<file path="src/sv/brcs_pkg.sv">
// ----------------------------------------------------------------------------
// brcs_pkg - blitter rectangle clip setup package
// Request and result beat layouts and the fixed blitter control constants.
// ----------------------------------------------------------------------------
`default_nettype none

package brcs_pkg;

    // channel enables plus the cookie-cut minterm
    localparam logic [15:0] CON0_COOKIE = 16'h07CA;
    // channel A enable when a mask plane is used
    localparam logic [15:0] CON0_SRCA   = 16'h0800;
    localparam logic [15:0] WORD_ALL    = 16'hFFFF;
    localparam logic [15:0] WORD_NONE   = 16'h0000;

    // one copy request
    typedef struct packed {
        logic [14:0]        src_x;
        logic [14:0]        src_y;
        logic signed [15:0] dst_x;
        logic signed [15:0] dst_y;
        logic [10:0]        rect_width;
        logic [10:0]        rect_height;
        logic [14:0]        dest_map_width;
        logic [14:0]        dest_map_height;
        logic [11:0]        src_bytes_per_row;
        logic [11:0]        dst_bytes_per_row;
        logic               has_mask;
    } req_t;

    // one set of register words
    typedef struct packed {
        logic        fully_clipped;
        logic [15:0] control_word0;
        logic [15:0] control_word1;
        logic [15:0] first_word_mask;
        logic [15:0] last_word_mask;
        logic [15:0] source_modulo;
        logic [15:0] dest_modulo;
        logic [15:0] mask_modulo;
        logic [15:0] size_word;
        logic [31:0] source_offset;
        logic [31:0] dest_offset;
        logic [15:0] mask_fill;
    } res_t;

endpackage

`default_nettype wire

</file>
<file path="src/sv/blit_rect_clip_setup.sv">
// ----------------------------------------------------------------------------
// blit_rect_clip_setup - planar blitter copy setup with destination clipping
// Clips one rectangle-copy request against the destination bitmap and forms
// the offsets, masks, shift, modulos and size word of a cookie-cut blit.
// ----------------------------------------------------------------------------
`default_nettype none

// Takes one request beat per cycle while m_ready does not stall the result
// channel and returns one result beat per request, in order. A request is
// captured in an input register on the cycle it is accepted; the clip, word
// arithmetic and the two row-pitch multiplies are computed from that input
// register and captured in the result register when that frees up. The
// rate is one request per cycle, set by the input and result registers:
// s_ready follows m_ready whenever both registers are occupied. A request
// left with no width or height after clipping gives fully_clipped with all
// other fields zero.
module blit_rect_clip_setup (
    input  wire                aclk,
    input  wire                aresetn,
    // request channel
    input  wire                s_valid,
    output logic               s_ready,
    input  wire  [14:0]        s_src_x,
    input  wire  [14:0]        s_src_y,
    input  wire  signed [15:0] s_dst_x,
    input  wire  signed [15:0] s_dst_y,
    input  wire  [10:0]        s_rect_width,
    input  wire  [10:0]        s_rect_height,
    input  wire  [14:0]        s_dest_map_width,
    input  wire  [14:0]        s_dest_map_height,
    input  wire  [11:0]        s_src_bytes_per_row,
    input  wire  [11:0]        s_dst_bytes_per_row,
    input  wire                s_has_mask,
    // result channel
    output logic               m_valid,
    input  wire                m_ready,
    output logic               m_fully_clipped,
    output logic [15:0]        m_control_word0,
    output logic [15:0]        m_control_word1,
    output logic [15:0]        m_first_word_mask,
    output logic [15:0]        m_last_word_mask,
    output logic signed [15:0] m_source_modulo,
    output logic signed [15:0] m_dest_modulo,
    output logic signed [15:0] m_mask_modulo,
    output logic [15:0]        m_size_word,
    output logic [31:0]        m_source_offset,
    output logic [31:0]        m_dest_offset,
    output logic [15:0]        m_mask_fill
);

    brcs_pkg::req_t req_reg;
    logic           req_valid_reg;
    logic           req_valid_next;
    brcs_pkg::res_t res_reg;
    brcs_pkg::res_t res_next;
    logic           res_valid_reg;
    logic           res_valid_next;
    logic           advance;

    // clip arithmetic
    logic signed [17:0] dx_ext, dy_ext;
    logic signed [17:0] sx_ext, sy_ext;
    logic signed [17:0] iw_ext, ih_ext;
    logic signed [17:0] bmw_ext, bmh_ext;
    logic signed [17:0] w_clip, h_clip;
    logic signed [17:0] sx_clip, sy_clip;
    logic signed [17:0] dx_clip, dy_clip;
    logic               clipped;

    // word arithmetic
    logic [15:0] sx16;
    logic [14:0] dx15;
    logic [15:0] sy16;
    logic [14:0] dy15;
    logic [15:0] nw;
    logic [15:0] swe, dwe;
    logic [15:0] sws, dws;
    logic [15:0] sbw, dbw, bw;
    logic        neg_shift;
    logic [3:0]  shift;
    logic [3:0]  sbe;
    logic [15:0] lmask;
    logic [27:0] sprod;
    logic [26:0] dprod;
    logic [31:0] soff, doff;
    logic [15:0] smod, dmod;
    logic [15:0] con0;

    // handshake: result register frees up when empty or being taken
    assign advance        = req_valid_reg && (!res_valid_reg || m_ready);
    assign s_ready        = !req_valid_reg || advance;
    assign req_valid_next = s_valid ? 1'b1 : (advance ? 1'b0 : req_valid_reg);
    assign res_valid_next = advance ? 1'b1 : ((res_valid_reg && m_ready) ? 1'b0
                                                                        : res_valid_reg);

    // input register
    always_ff @(posedge aclk) begin
        if (!aresetn) begin
            req_valid_reg <= 1'b0;
        end else begin
            if (s_ready) begin
                req_valid_reg <= req_valid_next;
            end else begin
                req_valid_reg <= req_valid_reg;
            end
        end
    end

    always_ff @(posedge aclk) begin
        if (s_valid && s_ready) begin
            req_reg.src_x             <= s_src_x;
            req_reg.src_y             <= s_src_y;
            req_reg.dst_x             <= s_dst_x;
            req_reg.dst_y             <= s_dst_y;
            req_reg.rect_width        <= s_rect_width;
            req_reg.rect_height       <= s_rect_height;
            req_reg.dest_map_width    <= s_dest_map_width;
            req_reg.dest_map_height   <= s_dest_map_height;
            req_reg.src_bytes_per_row <= s_src_bytes_per_row;
            req_reg.dst_bytes_per_row <= s_dst_bytes_per_row;
            req_reg.has_mask          <= s_has_mask;
        end
    end

    // sign and zero extension to a common width
    always_comb begin
        dx_ext  = {{2{req_reg.dst_x[15]}}, req_reg.dst_x};
        dy_ext  = {{2{req_reg.dst_y[15]}}, req_reg.dst_y};
        sx_ext  = {3'd0, req_reg.src_x};
        sy_ext  = {3'd0, req_reg.src_y};
        iw_ext  = {7'd0, req_reg.rect_width};
        ih_ext  = {7'd0, req_reg.rect_height};
        bmw_ext = {3'd0, req_reg.dest_map_width};
        bmh_ext = {3'd0, req_reg.dest_map_height};
    end

    // horizontal clip: left edge first, else right overhang
    always_comb begin
        w_clip  = iw_ext;
        sx_clip = sx_ext;
        dx_clip = dx_ext;
        if (dx_ext[17]) begin
            w_clip  = iw_ext + dx_ext;
            sx_clip = sx_ext - dx_ext;
            dx_clip = '0;
        end else if (dx_ext > (bmw_ext - iw_ext)) begin
            w_clip = bmw_ext - dx_ext;
        end
    end

    // vertical clip: top edge first, else bottom overhang
    always_comb begin
        h_clip  = ih_ext;
        sy_clip = sy_ext;
        dy_clip = dy_ext;
        if (dy_ext[17]) begin
            h_clip  = ih_ext + dy_ext;
            sy_clip = sy_ext - dy_ext;
            dy_clip = '0;
        end else if (dy_ext > (bmh_ext - ih_ext)) begin
            h_clip = bmh_ext - dy_ext;
        end
    end

    assign clipped = w_clip[17] || (w_clip == '0) || h_clip[17] || (h_clip == '0);

    // word positions, widths and shift
    always_comb begin
        sx16      = sx_clip[15:0];
        dx15      = dx_clip[14:0];
        sy16      = sy_clip[15:0];
        dy15      = dy_clip[14:0];
        nw        = w_clip[15:0] - 16'd1;
        swe       = sx16 + nw;
        dwe       = {1'b0, dx15} + nw;
        sws       = {4'd0, sx16[15:4]};
        dws       = {5'd0, dx15[14:4]};
        sbw       = {4'd0, swe[15:4]} - sws + 16'd1;
        dbw       = {4'd0, dwe[15:4]} - dws + 16'd1;
        bw        = (sbw > dbw) ? sbw : dbw;
        neg_shift = dx15[3:0] < sx16[3:0];
        shift     = dx15[3:0] - sx16[3:0];
        sbe       = swe[3:0];
        if (neg_shift || (dbw > sbw)) begin
            lmask = brcs_pkg::WORD_NONE;
        end else begin
            lmask = brcs_pkg::WORD_ALL << (4'd15 - sbe);
        end
    end

    // byte offsets and modulos
    always_comb begin
        sprod = sy16 * req_reg.src_bytes_per_row;
        dprod = dy15 * req_reg.dst_bytes_per_row;
        soff  = {4'd0, sprod} + {19'd0, sws[11:0], 1'b0};
        doff  = {5'd0, dprod} + {20'd0, dws[10:0], 1'b0}
                - (neg_shift ? 32'd2 : 32'd0);
        smod  = {4'd0, req_reg.src_bytes_per_row} - {bw[14:0], 1'b0};
        dmod  = {4'd0, req_reg.dst_bytes_per_row} - {bw[14:0], 1'b0};
        con0  = {shift, 12'd0} | brcs_pkg::CON0_COOKIE
                | (req_reg.has_mask ? brcs_pkg::CON0_SRCA : brcs_pkg::WORD_NONE);
    end

    // result assembly
    always_comb begin
        res_next = '0;
        if (clipped) begin
            res_next.fully_clipped = 1'b1;
        end else begin
            res_next.control_word0   = con0;
            res_next.control_word1   = {shift, 12'd0};
            res_next.first_word_mask = brcs_pkg::WORD_ALL >> sx16[3:0];
            res_next.last_word_mask  = lmask;
            res_next.source_modulo   = smod;
            res_next.dest_modulo     = dmod;
            res_next.mask_modulo     = req_reg.has_mask ? smod : brcs_pkg::WORD_NONE;
            res_next.size_word       = {h_clip[9:0], 6'd0} | bw;
            res_next.source_offset   = soff;
            res_next.dest_offset     = doff;
            res_next.mask_fill       = req_reg.has_mask ? brcs_pkg::WORD_NONE
                                                        : brcs_pkg::WORD_ALL;
        end
    end

    // result register
    always_ff @(posedge aclk) begin
        if (!aresetn) begin
            res_valid_reg <= 1'b0;
        end else begin
            res_valid_reg <= res_valid_next;
        end
    end

    always_ff @(posedge aclk) begin
        if (advance) begin
            res_reg <= res_next;
        end
    end

    // result ports
    assign m_valid           = res_valid_reg;
    assign m_fully_clipped   = res_reg.fully_clipped;
    assign m_control_word0   = res_reg.control_word0;
    assign m_control_word1   = res_reg.control_word1;
    assign m_first_word_mask = res_reg.first_word_mask;
    assign m_last_word_mask  = res_reg.last_word_mask;
    assign m_source_modulo   = $signed(res_reg.source_modulo);
    assign m_dest_modulo     = $signed(res_reg.dest_modulo);
    assign m_mask_modulo     = $signed(res_reg.mask_modulo);
    assign m_size_word       = res_reg.size_word;
    assign m_source_offset   = res_reg.source_offset;
    assign m_dest_offset     = res_reg.dest_offset;
    assign m_mask_fill       = res_reg.mask_fill;

    // a clipped beat carries no register words
    a_clipped_zero: assert property (@(posedge aclk) disable iff (!aresetn)
        (m_valid && m_fully_clipped) |-> (m_control_word0 == 16'd0 &&
            m_first_word_mask == 16'd0 && m_mask_fill == 16'd0 &&
            m_source_offset == 32'd0 && m_dest_offset == 32'd0))
        else $error("clipped beat carries non-zero words");

    // both control words share the shift nibble, minterm always present
    a_control_words: assert property (@(posedge aclk) disable iff (!aresetn)
        (m_valid && !m_fully_clipped) |-> (m_control_word0[15:12] == m_control_word1[15:12]
            && m_control_word1[11:0] == 12'd0
            && (m_control_word0[11:0] == 12'h7CA || m_control_word0[11:0] == 12'hFCA)))
        else $error("control words inconsistent");

    // a waiting request moves into an empty result register
    a_forward: assert property (@(posedge aclk) disable iff (!aresetn)
        (req_valid_reg && !res_valid_reg) |=> res_valid_reg)
        else $error("request not forwarded to result register");

    // the mask fill word agrees with the mask modulo choice
    a_mask_fill: assert property (@(posedge aclk) disable iff (!aresetn)
        (m_valid && !m_fully_clipped && m_mask_fill == 16'hFFFF) |-> (m_mask_modulo == 16'sd0))
        else $error("mask fill and mask modulo disagree");

endmodule

`default_nettype wire
</file>
<file path="config.mk">
export PLATFORM = sky130hd
export DESIGN_NAME = blit_rect_clip_setup
export DESIGN_NICKNAME = d
export VERILOG_FILES = /design/src/sv/brcs_pkg.sv /design/src/sv/blit_rect_clip_setup.sv
export SDC_FILE = /design/constraint.sdc
export NUM_CORES = 2
export LEC_CHECK = 0
export ABC_AREA = 1
export BUFFER_PORTS_ARGS = -buffer_cell sky130_fd_sc_hd__buf_4
export CORE_ASPECT_RATIO = 0.75
export CORE_MARGIN = 5
export CORE_UTILIZATION = 45
export CTS_CLUSTER_SIZE = 40
export DETAILED_ROUTE_END_ITERATION = 16
export RECOVER_POWER = 100
export SLEW_MARGIN = 0
export SYNTH_ARGS = -nofsm -noshare
export SYNTH_HDL_FRONTEND = slang
export SYNTH_SLANG_ARGS = --single-unit
export TNS_END_PERCENT = 30
</file>
<file path="constraint.sdc">
create_clock -name aclk -period 28.5 [get_ports aclk]
set_input_delay 5.7 -clock aclk [delete_from_list [all_inputs] [get_ports aclk]]
set_output_delay 5.7 -clock aclk [all_outputs]
set_load 0.01 [all_outputs]
</file>
==> metrics.yaml <==
synthesis:
  ys_seq_area_share_pct: 26.1
  synth_top_area_cell: "edfxtp_1"
  synth_top_area_share_pct: 26.0
  syn_inst: 4127
  ys.flop_type: "edfxtp_1"
  synthArstFlopShare_pct: 0
  synth_top_cells_by_area: "edfxtp_1 26%, fa_1 18%, ha_1 14%"
  synth_edf_count: 300
  syn_area_um2: 34600
  ys_warn_count: 0
  synth_seq_cells: 302
  synthDistinctLibCells: 65
  avgSynthCellArea_um2: 8.39
timing:
  tns_ns: 0
  maxSlewHeadroom_pct: -450
  fin_crit_ns: 13.84
  fmax_mhz: 72.2
  tightest_slew_ns: 8.25
  rsz0062_at_grt: "no"
  hold_slack_ns: 0.476
  fin_skew_ns: 0.0245
  hold_violations: 0
  finalSetupViolations: 0
  period_share_pct: 48.6
  report.final.slew_viol_count: 405
placed_design:
  io_buffer_count: 334
  globalplace.congestion: 0.939
  dp_hpwl_um: 83400
worst_hold_path:
  min_path_type: "register to register"
  min_from: "req_valid_reg"
global_routing:
  grt.total_usage_pct: 24.5
  grt_pass1_vias: 27456
  overflow: 0
  grt_pass1_wl_um: 158000
  antenna_found_initial: 3
  grt_max_degree: 138
drt:
  wl_per_cell_um: 18.6
  first_iter_violations: 2419
  via_per_inst: 5.13
  drt-total-wl_um: 102000
  dr.pass1.iters: 6
  vias: 28141
  ant_nets: 0
  drc: 0
cts:
  htreeDepth: 2
  cts_tree: "done"
  clk_pin_slew_ns: 0.06
  postCtsSetupRepairBufs: 0
  cts_buffers: 37
  hold_buffers: 0
  worstSkewPairLatency_ns: 0.58
  cts.sinks: 302
  cts_buffer_depth: 3
  cts_resized: 0
  cts_root_buffer: "clkbuf_16"
worst_setup_path:
  cp_num_buf_inv: 9
  start_kind: "register"
  crit_start: "bmw_ext[0]"
  required_ns: 28.70
  r2r-start: "bmw_ext[0]"
  critPathCaptureType: "register"
  path_class: "register to register"
  regToRegSetupSlack_ns: 14.66
  crit_slowest_cell: "nor2_1"
  crit_arrival_ns: 14.04
  crit_path_max_fanout: 21
  critPathTopFamily: "simple AND/OR/NAND/NOR gates"
  crit_path_max_incr_delay_ns: 0.82
  cp_common_cell: "nand2_1"
cells_and_area:
  drive_above_1_share_pct: 6.09
  final_util_pct: 50.1
  area_growth_pct: 10.8
  final_common_cell: "nand2_1"
  diodes: 0
  nNetsFinal: 5275
  largest_register_ffs: 55
  final_cell_mix: "811 x nand2_1, 749 x inv_1, 433 x nor2_1"
pwr:
  powerDensity_nw_per_um2: 126
  peakVddDrop_mv: 0.167
  power.leakage_uw: 0.0188
floorplanning:
  die_w_um: 330
  rows: 88
  core_area_um2: 76600
  initial_core_util_pct: 45.2
  io_pins: 354
  dieArea_um2: 82700
  die_h_um: 250
outcome:
  violations: "capacitance limit, slew limit"
  status: "complete, but fails checks"
flow_run:
  cap_violations: 6
## layout make-up
class                           count  area (um^2)
Clock buffer                       42          945
Clock inverter                     22          285
Inverter                          771         2900
Tap cell                         1035         1290
Sequential cell                   302         9050
Timing Repair Buffer              359         1860
Fill cell                        7654        38300
Multi-Input combinational cell   2952        22000
## through the flow
step | std cells | power (uW) | worst slack, ns | cell area (um^2)
floorplan | 4145 | 3410 | 14.29 | 34700
global placement | 5419 | 4320 | 16.60 | 38100
detailed placement | 5419 | 4330 | 16.26 | 38100
CTS | 5483 | 4870 | 16.23 | 39300
global route | 5483 | 5380 | 13.24 | 38400
finish | 5483 | 4820 | 14.66 | 38400
## Yosys cell counts (30+ instances only)
library cell	count
nand2_1	803
inv_1	748
nor2_1	432
ha_1	397
fa_1	312
edfxtp_1	300
a21oi_1	234
nand3_1	165
o21ai_0	134
xor2_1	112
clkbuf_1	60
xnor2_1	54
buf_4	50
nand4_1	40
nor3_1	30
o21bai_1	30
## worst reg2reg max path: cells and delay by family (launching register included)
family / cells / cell delay [ns]
compound gates: 17 / 3.32
xor+xnor: 5 / 0.96
fa+ha+maj: 9 / 2.46
buf+inv: 9 / 0.79
flops: 1 / 0.35
simple gates: 30 / 5.60
## logic make-up (layout without fill, tap and decap cells)
kind of cell / after synthesis / count (layout) / share of synthesized area [%]
simple gates: 1572 / 1572 / 19.1
buf+inv: 891 / 1194 / 10.3
fa+ha+maj: 709 / 709 / 32.4
compound gates: 486 / 486 / 7.82
flops: 302 / 302 / 26.1
xor+xnor: 166 / 166 / 4.20
other cells: 1 / 19 / 0.0108
## path summary, 6_finish.rpt
check | to | cells after the start
worst max register to register | m_source_modulo[15] | 70
worst min register to register | m_valid | 2
worst min-delay path | m_valid | 2
worst max-delay path | m_source_modulo[15] | 70
## power by group
part / internal, uW / switching, uW
Combinational: 1330 / 2370
Sequential: 586 / 37.9
Clock: 294 / 205
Total: 2210 / 2610
## metal layers
layer / share of wire (%) / track usage, %
met4: 1.7 / 4.61
met3: 9.1 / 6.12
met2: 41 / 35.4
met1: 48 / 37.4
met5: 0 / 0
No activity file was read; power rests on OpenSTA's default activity.
